<file path="config.mk">
export PLATFORM = sky130hd
export DESIGN_NAME = multiversion_row_history
export DESIGN_NICKNAME = d
export VERILOG_FILES = /design/src/rtl/mrh_pkg.sv /design/src/rtl/mrh_ctrl.sv /design/src/rtl/mrh_datapath.sv /design/src/rtl/multiversion_row_history.sv
export SDC_FILE = /design/constraint.sdc
export NUM_CORES = 2
export LEC_CHECK = 0
export BUFFER_PORTS_ARGS = -buffer_cell sky130_fd_sc_hd__buf_2
export CAP_MARGIN = 30
export CORE_ASPECT_RATIO = 0.75
export CORE_UTILIZATION = 40
export CTS_CLUSTER_DIAMETER = 150
export CTS_CLUSTER_SIZE = 10
export DETAILED_ROUTE_END_ITERATION = 6
export PLACE_DENSITY = 0.67
export SYNTH_ARGS = -nofsm -noshare
export SYNTH_HDL_FRONTEND = slang
export SYNTH_SLANG_ARGS = --single-unit
export TNS_END_PERCENT = 100
</file>
<file path="constraint.sdc">
create_clock -name clk_i -period 7.49 [get_ports clk_i]
set_input_delay 0.3745 -clock clk_i [delete_from_list [all_inputs] [get_ports clk_i]]
set_output_delay 0.3745 -clock clk_i [all_outputs]
set_load 0.01 [all_outputs]
</file>
<file path="src/rtl/mrh_pkg.sv">
// ---------------------------------------------------------------------------
// mrh_pkg
// Shared types and constants for the row version history block.
// ---------------------------------------------------------------------------
package mrh_pkg;

  localparam int unsigned VersionDepth = 16;
  localparam int unsigned TimeWidth    = 32;
  localparam int unsigned WordWidth    = 32;
  localparam int unsigned IdxWidth     = (VersionDepth > 1) ? $clog2(VersionDepth) : 1;
  localparam int unsigned CntWidth     = $clog2(VersionDepth + 1);

  localparam logic [1:0] CMD_LOOKUP = 2'd0;
  localparam logic [1:0] CMD_INSERT = 2'd1;
  localparam logic [1:0] CMD_DELETE = 2'd2;
  localparam logic [1:0] CMD_NOTE   = 2'd3;

  localparam logic [1:0] ST_OK    = 2'd0;
  localparam logic [1:0] ST_STALE = 2'd1;
  localparam logic [1:0] ST_FULL  = 2'd2;

  // Controller to datapath commands
  typedef struct packed {
    logic capture;  // latch the transaction and compare against stored times
    logic execute;  // resolve lookup, perform write or read note
  } mrh_ctl_t;

endpackage

</file>
<file path="src/rtl/mrh_ctrl.sv">
// ---------------------------------------------------------------------------
// mrh_ctrl
// Two-state sequencer: accept a transaction, then execute it and raise the
// result strobe on the following cycle.
// ---------------------------------------------------------------------------
module mrh_ctrl (
  input  logic              clk_i,
  input  logic              rst_ni,
  input  logic              start_i,
  output logic              busy_o,
  output logic              done_o,
  output mrh_pkg::mrh_ctl_t ctl_o
);
  import mrh_pkg::*;

  localparam logic StIdle = 1'b0;
  localparam logic StExec = 1'b1;

  logic state_q, state_d;
  logic done_q, done_d;

  always_comb begin
    state_d = state_q;
    unique case (state_q)
      StIdle: begin
        if (start_i) state_d = StExec;
      end
      StExec: begin
        state_d = StIdle;
      end
      default: state_d = StIdle;
    endcase
  end

  assign done_d = (state_q == StExec);

  always_ff @(posedge clk_i or negedge rst_ni) begin
    if (!rst_ni) begin
      state_q <= StIdle;
      done_q  <= 1'b0;
    end else begin
      state_q <= state_d;
      done_q  <= done_d;
    end
  end

  assign busy_o        = (state_q == StExec);
  assign done_o        = done_q;
  assign ctl_o.capture = start_i && (state_q == StIdle);
  assign ctl_o.execute = (state_q == StExec);

endmodule

</file>
<file path="src/rtl/mrh_datapath.sv">
// ---------------------------------------------------------------------------
// mrh_datapath
// Version store, parallel timestamp compare, write and read-note logic,
// and the result registers.
// ---------------------------------------------------------------------------
module mrh_datapath (
  input  logic                          clk_i,
  input  logic                          rst_ni,
  input  mrh_pkg::mrh_ctl_t             ctl_i,
  input  logic [1:0]                    command_i,
  input  logic [mrh_pkg::TimeWidth-1:0] timestamp_i,
  input  logic [mrh_pkg::WordWidth-1:0] value_i,
  output logic                          found_o,
  output logic [mrh_pkg::WordWidth-1:0] value_out_o,
  output logic [1:0]                    status_o,
  output logic [mrh_pkg::TimeWidth-1:0] max_read_time_o,
  output logic [mrh_pkg::TimeWidth-1:0] max_write_time_o
);
  import mrh_pkg::*;

  // Version store, undefined until written; only entries below count are used
  logic [TimeWidth-1:0] times_q [VersionDepth];
  logic [WordWidth-1:0] words_q [VersionDepth];
  logic                 live_q  [VersionDepth];

  logic [CntWidth-1:0]  count_q, count_d;
  logic [TimeWidth-1:0] newest_read_q, newest_read_d;
  logic [TimeWidth-1:0] newest_write_q, newest_write_d;

  // Captured transaction
  logic [1:0]             cmd_q;
  logic [TimeWidth-1:0]   ts_q;
  logic [WordWidth-1:0]   val_q;
  logic [VersionDepth-1:0] hit_q, hit_d;

  // Result registers
  logic                 found_q, found_d;
  logic [WordWidth-1:0] vout_q, vout_d;
  logic [1:0]           status_q, status_d;

  logic                is_write, stale, full, do_write;
  logic [IdxWidth-1:0] sel;
  logic                any_hit;

  // Compare every stored time against the incoming timestamp
  always_comb begin
    for (int i = 0; i < VersionDepth; i++) begin
      hit_d[i] = (CntWidth'(i) < count_q) && (times_q[i] <= timestamp_i);
    end
  end

  // History is sorted, so hits form a prefix; pick its last entry
  always_comb begin
    sel = '0;
    for (int i = 0; i < VersionDepth; i++) begin
      if (hit_q[i] && ((i == VersionDepth - 1) || !hit_q[(i + 1) % VersionDepth])) begin
        sel = IdxWidth'(i);
      end
    end
  end

  assign any_hit  = |hit_q;
  assign is_write = (cmd_q == CMD_INSERT) || (cmd_q == CMD_DELETE);
  assign stale    = (ts_q <= newest_write_q);
  assign full     = (count_q == CntWidth'(VersionDepth));
  assign do_write = ctl_i.execute && is_write && !stale && !full;

  always_comb begin
    found_d        = 1'b0;
    vout_d         = '0;
    status_d       = ST_OK;
    count_d        = count_q;
    newest_read_d  = newest_read_q;
    newest_write_d = newest_write_q;
    unique case (cmd_q)
      CMD_LOOKUP: begin
        if (any_hit && live_q[sel]) begin
          found_d = 1'b1;
          vout_d  = words_q[sel];
        end
      end
      CMD_INSERT, CMD_DELETE: begin
        priority if (stale) begin
          status_d = ST_STALE;
        end else if (full) begin
          status_d = ST_FULL;
        end else begin
          count_d        = count_q + CntWidth'(1);
          newest_write_d = ts_q;
        end
      end
      CMD_NOTE: begin
        if (ts_q > newest_read_q) newest_read_d = ts_q;
      end
      default: ;
    endcase
  end

  always_ff @(posedge clk_i or negedge rst_ni) begin
    if (!rst_ni) begin
      count_q        <= '0;
      newest_read_q  <= '0;
      newest_write_q <= '0;
    end else if (ctl_i.execute) begin
      count_q        <= count_d;
      newest_read_q  <= newest_read_d;
      newest_write_q <= newest_write_d;
    end
  end

  always_ff @(posedge clk_i) begin
    if (ctl_i.capture) begin
      cmd_q <= command_i;
      ts_q  <= timestamp_i;
      val_q <= value_i;
      hit_q <= hit_d;
    end
    if (ctl_i.execute) begin
      found_q  <= found_d;
      vout_q   <= vout_d;
      status_q <= status_d;
    end
    if (do_write) begin
      times_q[count_q[IdxWidth-1:0]] <= ts_q;
      words_q[count_q[IdxWidth-1:0]] <= (cmd_q == CMD_INSERT) ? val_q : '0;
      live_q[count_q[IdxWidth-1:0]]  <= (cmd_q == CMD_INSERT);
    end
  end

  assign found_o          = found_q;
  assign value_out_o      = vout_q;
  assign status_o         = status_q;
  assign max_read_time_o  = newest_read_q;
  assign max_write_time_o = newest_write_q;

  ap_count_bound: assert property (@(posedge clk_i) disable iff (!rst_ni)
    count_q <= CntWidth'(VersionDepth))
    else $error("version count above depth");

  ap_write_grows: assert property (@(posedge clk_i) disable iff (!rst_ni)
    do_write |=> (count_q == $past(count_q) + CntWidth'(1)) && (newest_write_q == $past(ts_q)))
    else $error("accepted write did not append");

  ap_no_write_full: assert property (@(posedge clk_i) disable iff (!rst_ni)
    do_write |-> !full && (ts_q > newest_write_q))
    else $error("write performed on full history or stale timestamp");

endmodule

</file>
<file path="src/rtl/multiversion_row_history.sv">
// ---------------------------------------------------------------------------
// multiversion_row_history
// Version history of one row: timestamped inserts and deletes, point-in-time
// lookups and read-timestamp tracking.
// ---------------------------------------------------------------------------
// Usage:
//   A transaction is taken when start is high while busy is low; command_i,
//   timestamp_i and value_i are sampled at that edge. Commands: lookup,
//   insert value, delete, note read timestamp.
//   The accepting edge also compares timestamp_i against all stored versions
//   in parallel. The next cycle (busy high) resolves the lookup or performs
//   the write / read note and loads the result registers. The result appears
//   in the cycle after that, with done_o high for exactly one cycle.
//   A new transaction cannot be taken while busy is high; busy is low during
//   the done_o cycle, so the next start may be taken there. The receiver
//   cannot stall: results must be taken in the done_o cycle.
//   Reset clears the version count and both maximum timestamps; stored
//   versions need no clearing since only entries below the count are used.
// ---------------------------------------------------------------------------
module multiversion_row_history (
  input  logic                          clk_i,
  input  logic                          rst_ni,
  input  logic                          start,
  output logic                          busy,
  output logic                          done_o,
  input  logic [1:0]                    command_i,
  input  logic [mrh_pkg::TimeWidth-1:0] timestamp_i,
  input  logic [mrh_pkg::WordWidth-1:0] value_i,
  output logic                          found_o,
  output logic [mrh_pkg::WordWidth-1:0] value_out_o,
  output logic [1:0]                    status_o,
  output logic [mrh_pkg::TimeWidth-1:0] max_read_time_o,
  output logic [mrh_pkg::TimeWidth-1:0] max_write_time_o
);
  import mrh_pkg::*;

  mrh_ctl_t ctl;

  mrh_ctrl u_ctrl (
    .clk_i   (clk_i),
    .rst_ni  (rst_ni),
    .start_i (start),
    .busy_o  (busy),
    .done_o  (done_o),
    .ctl_o   (ctl)
  );

  mrh_datapath u_datapath (
    .clk_i            (clk_i),
    .rst_ni           (rst_ni),
    .ctl_i            (ctl),
    .command_i        (command_i),
    .timestamp_i      (timestamp_i),
    .value_i          (value_i),
    .found_o          (found_o),
    .value_out_o      (value_out_o),
    .status_o         (status_o),
    .max_read_time_o  (max_read_time_o),
    .max_write_time_o (max_write_time_o)
  );

  ap_accept_busy: assert property (@(posedge clk_i) disable iff (!rst_ni)
    (start && !busy) |=> busy)
    else $error("accepted transaction did not start execution");

  ap_busy_done: assert property (@(posedge clk_i) disable iff (!rst_ni)
    busy |=> done_o && !busy)
    else $error("execution not followed by result strobe");

  ap_found_ok: assert property (@(posedge clk_i) disable iff (!rst_ni)
    (done_o && found_o) |-> (status_o == ST_OK))
    else $error("found lookup carries non-ok status");

endmodule
</file>
# == Word level (Yosys, flattened, before mapping) ==
# Memory sizes are Yosys's and may differ from the RTL's. A register that Yosys moved wholly into a read port is not among the register bits.
# Index checks and enable logic that the tools add are counted.
# Widths: inputs -> output; s select.
# totals
register_bits,156
latchBits,0
ram_bits,1040
mem_bits_ro,0
in_bits,69
n_memories,3
# mem_list
name,words,word_bits,rd,rd_clocked_by_memory_dff,wr,line,source
u_datapath.times_q,16,32,16,0,1,mrh_datapath.sv:22,logic [TimeWidth-1:0] times_q [VersionDepth];
u_datapath.words_q,16,32,1,1,1,mrh_datapath.sv:23,logic [WordWidth-1:0] words_q [VersionDepth];
u_datapath.live_q,16,1,1,0,1,mrh_datapath.sv:24,logic live_q [VersionDepth];
# op_classes
add_sub_neg,1
n_mul,0
div_mod_pow,0
order_cmp,34
n_eq_ne,4
n_shift,0
muxes,23
bitwise,4
reduce_logical,60
# op_table
cell,count
$le 32x32->1,17
$mux 4,14
$lt 4x5->1 const A,8
$logic_and 1x1->1,35
$gt 32x32->1,1
$mux 32,1
$lt 3x5->1 const A,4
$logic_not 1->1,17
$reduce_or 16->1,1
$lt 1x5->1 const A,2
$lt 2x5->1 const A,2
$mux 1,6
$add 5x1->5 const B,1
$eq 5x5->1 const B,1
$eq 2x2->1 const B,2
$not 1->1,4
$reduce_and 4->1,1
$reduce_or 2->1,2
$reduce_and 3->1,1
$eq 2x1->1 const B,1
$logic_not 2->1,1
$mux 2,1
$pmux 1 s2,1
$reduce_and 2->1,1
$logic_or 1x1->1,1

# == Depth between registers and ports, before layout ==
# An unclocked memory read counts as a cell.
# depth
ltp_word,21
ltp_mapped,11
mapped_depth_nobuf,10

# == By module ==
# A second synthesis with hierarchy kept.
# unflattened
hier_cells,3738
area_unflattened_um2,56052.5
# by_module_without_submodules
mod,n_inst,cells_each,area_per_inst_um2,seq_area_each_um2
mrh_datapath,1,3733,55973.7,36470.0
mrh_ctrl,1,5,78.8,50.0

# == Least setup slack after synthesis ==
# Ideal clock, no wire load.
# synth_timing
path_type,register to register
from,register u_datapath.ts_q[31]
to,"memory u_datapath.live_q[3], enable pin"
setup_ns,0.568
arrival_time_ns,6.700
path_slack_ns,0.222
path_stages_with_launch,10
path_buffers,1
synth_period_minus_slack_ns,7.268
cell_sequence,edfxtp_1 -> ha_1 -> nand4_1 -> or2_2 -> o31ai_1 -> o211ai_1 -> nand2_1 -> clkbuf_1 -> nand2_1 -> nor3_1
# synth_via
elab_chain_len,6
# synth_rtl
item,line,source
start: declaration,mrh_datapath.sv:32,logic [TimeWidth-1:0] ts_q;
start signal: assignment,mrh_datapath.sv:114,ts_q <= timestamp_i;
$le 32x32->1,mrh_datapath.sv:64,assign stale = (ts_q <= newest_write_q);
$logic_not 1->1,mrh_datapath.sv:66,assign do_write = ctl_i.execute && is_write && !stale && !full;
$logic_and 1x1->1 (2 in a row),mrh_datapath.sv:66,
$mux 1,mrh_datapath.sv:123,if (do_write) begin
$mux 1 (implied by the code),mrh_datapath.sv:126,live_q[count_q[IdxWidth-1:0]] <= (cmd_q == CMD_INSERT);
end: declaration,mrh_datapath.sv:24,
# Every way passes these cells.

# == Final worst setup path ==
# layout_timing
from,register u_datapath.ts_q[15]
to,"memory u_datapath.words_q[3][12], enable pin"
# layout_via
elab_chain_len,6
# layout_rtl
item,line,source
$le 32x32->1,mrh_datapath.sv:64,
$logic_not 1->1,mrh_datapath.sv:66,
$logic_and 1x1->1 (2 in a row),mrh_datapath.sv:66,
$mux 1,mrh_datapath.sv:123,
$mux 1,mrh_datapath.sv:125,words_q[count_q[IdxWidth-1:0]] <= (cmd_q == CMD_INSERT) ? val_q : '0;
end: declaration,mrh_datapath.sv:23,
# Every way passes these cells.

==> summary.md <==
| Metric | Value |
|---|---|
| Cell type with the highest aggregate area in the netlist | `edfxtp_1` |
| Count of flip-flops with a built-in enable after synthesis | `1,157` |
| Static leakage | `24.3 nW` |
| Total cell area at the placement stage | `about 59,000 um^2` |
| Highest cell delay on the worst timing path | `0.78 ns` |
| Critical Path End Type | `flip-flop` |
| Nature of the critical path startpoint | `flip-flop` |
| Slowest CP cell | `edfxtp_1` |
| Number of resized instances in the post-cts repair step | `0` |
| Fin Setup TNS | `0 ns` |
| Routability-driven placement congestion ratio | `0.892` |
| Number of storage elements in the synthesis netlist | `1,228` |
| Placed Instances | `5,561` |
| Critical path data required time | `7.86 ns` |
| Clk root buf | `clkbuf_16` |
| Detailed-routing iteration count for the pre-antenna-repair pass | `6` |
| Setup-failing EPs final | `0` |
| Most numerous cell types in the synthesized netlist | `edfxtp_1, ha_1, a21oi_1, nand2_1, o21ai_0` |
| Depth of the CTS H-tree | `4` |
| Post-synthesis instance area | `55,400 um^2` |
| Pwr dens | `approximately 260 nW/um^2` |
| Layout-stage area growth over the synthesis result | `15.3%` |
| Number of maximum-capacitance violations | `0` |
| Per-cell via count in the routed design | `5.62` |
| First DRT Iteration DRCs | `3,709` |
| Global-route wire length before repair | `215 mm` |
| Most used DFF post-synth | `edfxtp_1` |
| Leading cell type by number of instances after synthesis | `edfxtp_1` |
| Filler instances | `~12,000` |
| Total length of routed wires | `~150 mm` |
| YS warnings | `0` |
| Post-CTS setup buffer count | `0` |
| Clock sinks | `1,228` |
| Die height | `324 um` |
| Via total after detailed routing | `32,700` |
| Net count of the finished layout | `4,580` |
| Aggregate global-route resource usage | `21.0%` |
| Number of antenna violations at the first check in global routing | `7` |
| Syn nets | `4,183` |
| Portion of the post-synthesis area used by sequential elements | `65.9%` |
| Total I/O pin count | `170` |
| Critical path data arrival time | `about 5.3 ns` |
| Syn Area/Cell | `15.7 um^2` |
| Final-report hold violation count | `0` |
| Antenna-violating nets left | `0` |
| Final period util | `65.1%` |
| Top post-synthesis cells by area | `edfxtp_1, ha_1, dfrtp_1` |
| Ratio of cells with drive above 1 in the final layout | `15.6%` |
| Number of instances in the synthesized netlist | `approximately 3,500` |
| Post-synth cell types | `64` |
| Worst-path cell chain | `ha_1, nand4_1, or2_2, a211oi_1, o31ai_1, nand2_2, nand2_1, nor3_2, buf_4, buf_4` |
| Drt wl/cell | `~25 um` |
| Hold crit path type | `primary input to asynchronous set/reset pin` |
| Post-route DRC violation count | `0` |
| Clock latency at the later pin of the worst-skew pair | `0.77 ns` |
| Number of buffers on the longest clock path | `3` |
| Remaining max-slew budget at the tightest pin | `a little under a third` |
| Critical Path Fanout Max | `33` |
| Worst hold slack | `about 0.062 ns` |
| Die X | `about 430 um` |
| Number of port buffers | `around 170` |
| Core region area | `137,000 um^2` |
| Register-to-register setup slack | `2.61 ns` |
| Async set or reset register ratio after synthesis | `5.78%` |
| Site row count | `117` |
| Most used cell, CP | `buf_4` |
| Crit Path Class | `flip-flop to flip-flop` |
| Full die area | `140,000 um^2` |
| Gr ovfl total | `0` |
| Post-layout instance count excluding filler cells | `5,820` |
| Beginning of the worst register-to-register path | `u_datapath.ts_q[15]` |
| RSZ-0062 raised after global routing | `false` |
| Capture instance of the worst register-to-register path | `u_datapath.words_q[3][12]` |
| Top cell type's share of synthesized area | `62.7%` |
| Outcome | `finished, final reports clean` |
| Final clock skew | `0.0336 ns` |
| CP top delay family | `buffers and inverters` |
| Worst-margin pin slew | `about 1.0 ns` |
| Final Slew Violations | `0` |
| Inserted Clock Buffers | `140` |
| Initial Utilization | `40.5%` |
| Clock tree from TritonCTS | `done` |
| Vias in the first global route | `32,600` |
| Peak Freq | `205 MHz` |
| Final min period | `4.88 ns` |
| Number of cells on the worst reg-to-reg path | `10` |
| Maximum number of pins on one net before global-route repair | `113` |
| Worst-path clk slew | `0.06 ns` |
| Post-route standard cell area excluding fillers | `63,900 um^2` |
| Number of buffer and inverter stages on the critical path | `2` |
| Maximum ir drop on the vdd rail | `0.000200 V` |
| Post-detail-place hpwl | `~93 mm` |
## sequential cells by signal (all words and copies together) (netlist names), 32 cells and up
signal / flops
u_datapath.value_out_o: 32
u_datapath.val_q: 32
u_datapath.words_q: 512
u_datapath.max_write_time_o: 32
u_datapath.max_read_time_o: 32
u_datapath.ts_q: 32
u_datapath.times_q: 512
## area by class of cell
cell class                      count  area, um^2  share of cell area, %
Antenna cell                        2        5.00                0.00784
Inverter                          129         484                  0.758
Tap cell                         1844        2310                   3.61
Multi-Input combinational cell   2097       18200                   28.6
Clock buffer                      176        3710                   5.81
Clock inverter                     12         175                  0.274
Timing Repair Buffer              332        2410                   3.78
Sequential cell                  1228       36500                   57.2
## routing by layer
metal / up-vias / track usage (%) / share of wire (%)
met3: 216 / 4.08 / 8.1
li1: 14800 / - / -
met1: 16500 / 31.0 / 46
met2: 1242 / 31.1 / 43
met4: 0 / 6.60 / 2.5
met5: - / 0 / 0
## repair_timing
item / CTS / global route
hold endpoints to repair: 136 / 0
hold buffers: 67 / 0
setup endpoints to repair: 0 / 0
## worst reg2reg max path, stage by stage (launching register included)
cell and delay (ns):
edfxtp_1 0.78, ha_1 0.50, nand4_1 0.16, or2_2 0.33, a211oi_1 0.62, o31ai_1 0.20, nand2_2 0.35, nand2_1 0.19
nor3_2 0.13, buf_4 0.54, buf_4 0.63
## where the power goes
part	total, W	internal [W]	switching, W	leakage [nW]
logic	0.00221	0.000849	0.00136	10.9
clock network	0.00612	0.00346	0.00266	1.89
registers	0.00807	0.00785	0.000224	11.5
total	0.0164	0.0122	0.00425	24.3
## cell families after synthesis
logic type | Yosys count | synth area share, %
flip-flops | 1228 | 65.9
AND/OR/NAND/NOR | 594 | 5.55
multiplexers | 237 | 5.96
buffers and inverters | 206 | 1.46
AO/OA/AOI/OAI | 679 | 7.85
XOR/XNOR | 4 | 0.0633
adder cells (fa/ha/maj) | 583 | 13.2
## through the flow
stage | util [%] | worst slack (ns) | total power, W
CTS | 46.7 | 2.69 | 0.0165
finish | 46.7 | 2.61 | 0.0164
detailed placement | 43.4 | 2.73 | 0.0104
floorplan | - | 0.222 | 0.00941
global placement | 43.2 | 2.79 | 0.0103
global route | 46.7 | 2.38 | 0.0170
## how the worst max path moves through the flow
stage / from / end / slack [ns] / cells after the start
finish: u_datapath.ts_q[15] / u_datapath.words_q[3][12] / 2.61 / 10
global route: u_datapath.ts_q[13] / u_datapath.words_q[3][3] / 2.38 / 10
CTS: u_datapath.ts_q[13] / u_datapath.words_q[3][6] / 2.69 / 10
detailed placement: u_datapath.ts_q[13] / u_datapath.times_q[8][4] / 2.73 / 8
global placement: u_datapath.ts_q[15] / u_datapath.words_q[3][7] / 2.79 / 10
floorplan: u_datapath.ts_q[31] / u_datapath.live_q[3] / 0.22 / 9
## placed cells by master, fill, tap and decap left out, types with 14 or more instances in the layout
| cell type | n |
|---|---|
| nor3_1 | 27 |
| a21oi_1 | 173 |
| and2_1 | 34 |
| nor2b_1 | 52 |
| a211oi_1 | 20 |
| dlygate4sd3_1 | 67 |
| nand3_1 | 40 |
| edfxtp_1 | 1157 |
| nand2_1 | 164 |
| clkbuf_16 | 143 |
| o21a_1 | 20 |
| buf_4 | 83 |
| mux4_2 | 65 |
| inv_1 | 128 |
| nor4_1 | 14 |
| buf_2 | 170 |
| mux2_2 | 89 |
| nand4_1 | 121 |
| clkbuf_1 | 32 |
| nand2b_1 | 19 |
| mux2i_1 | 81 |
| a31oi_1 | 35 |
| a22oi_1 | 34 |
| o211ai_1 | 73 |
| nor2_1 | 69 |
| o21ai_0 | 140 |
| dfrtp_1 | 70 |
| a21o_1 | 128 |
| ha_1 | 582 |
Note: power is estimated with default switching activity, not from simulation.
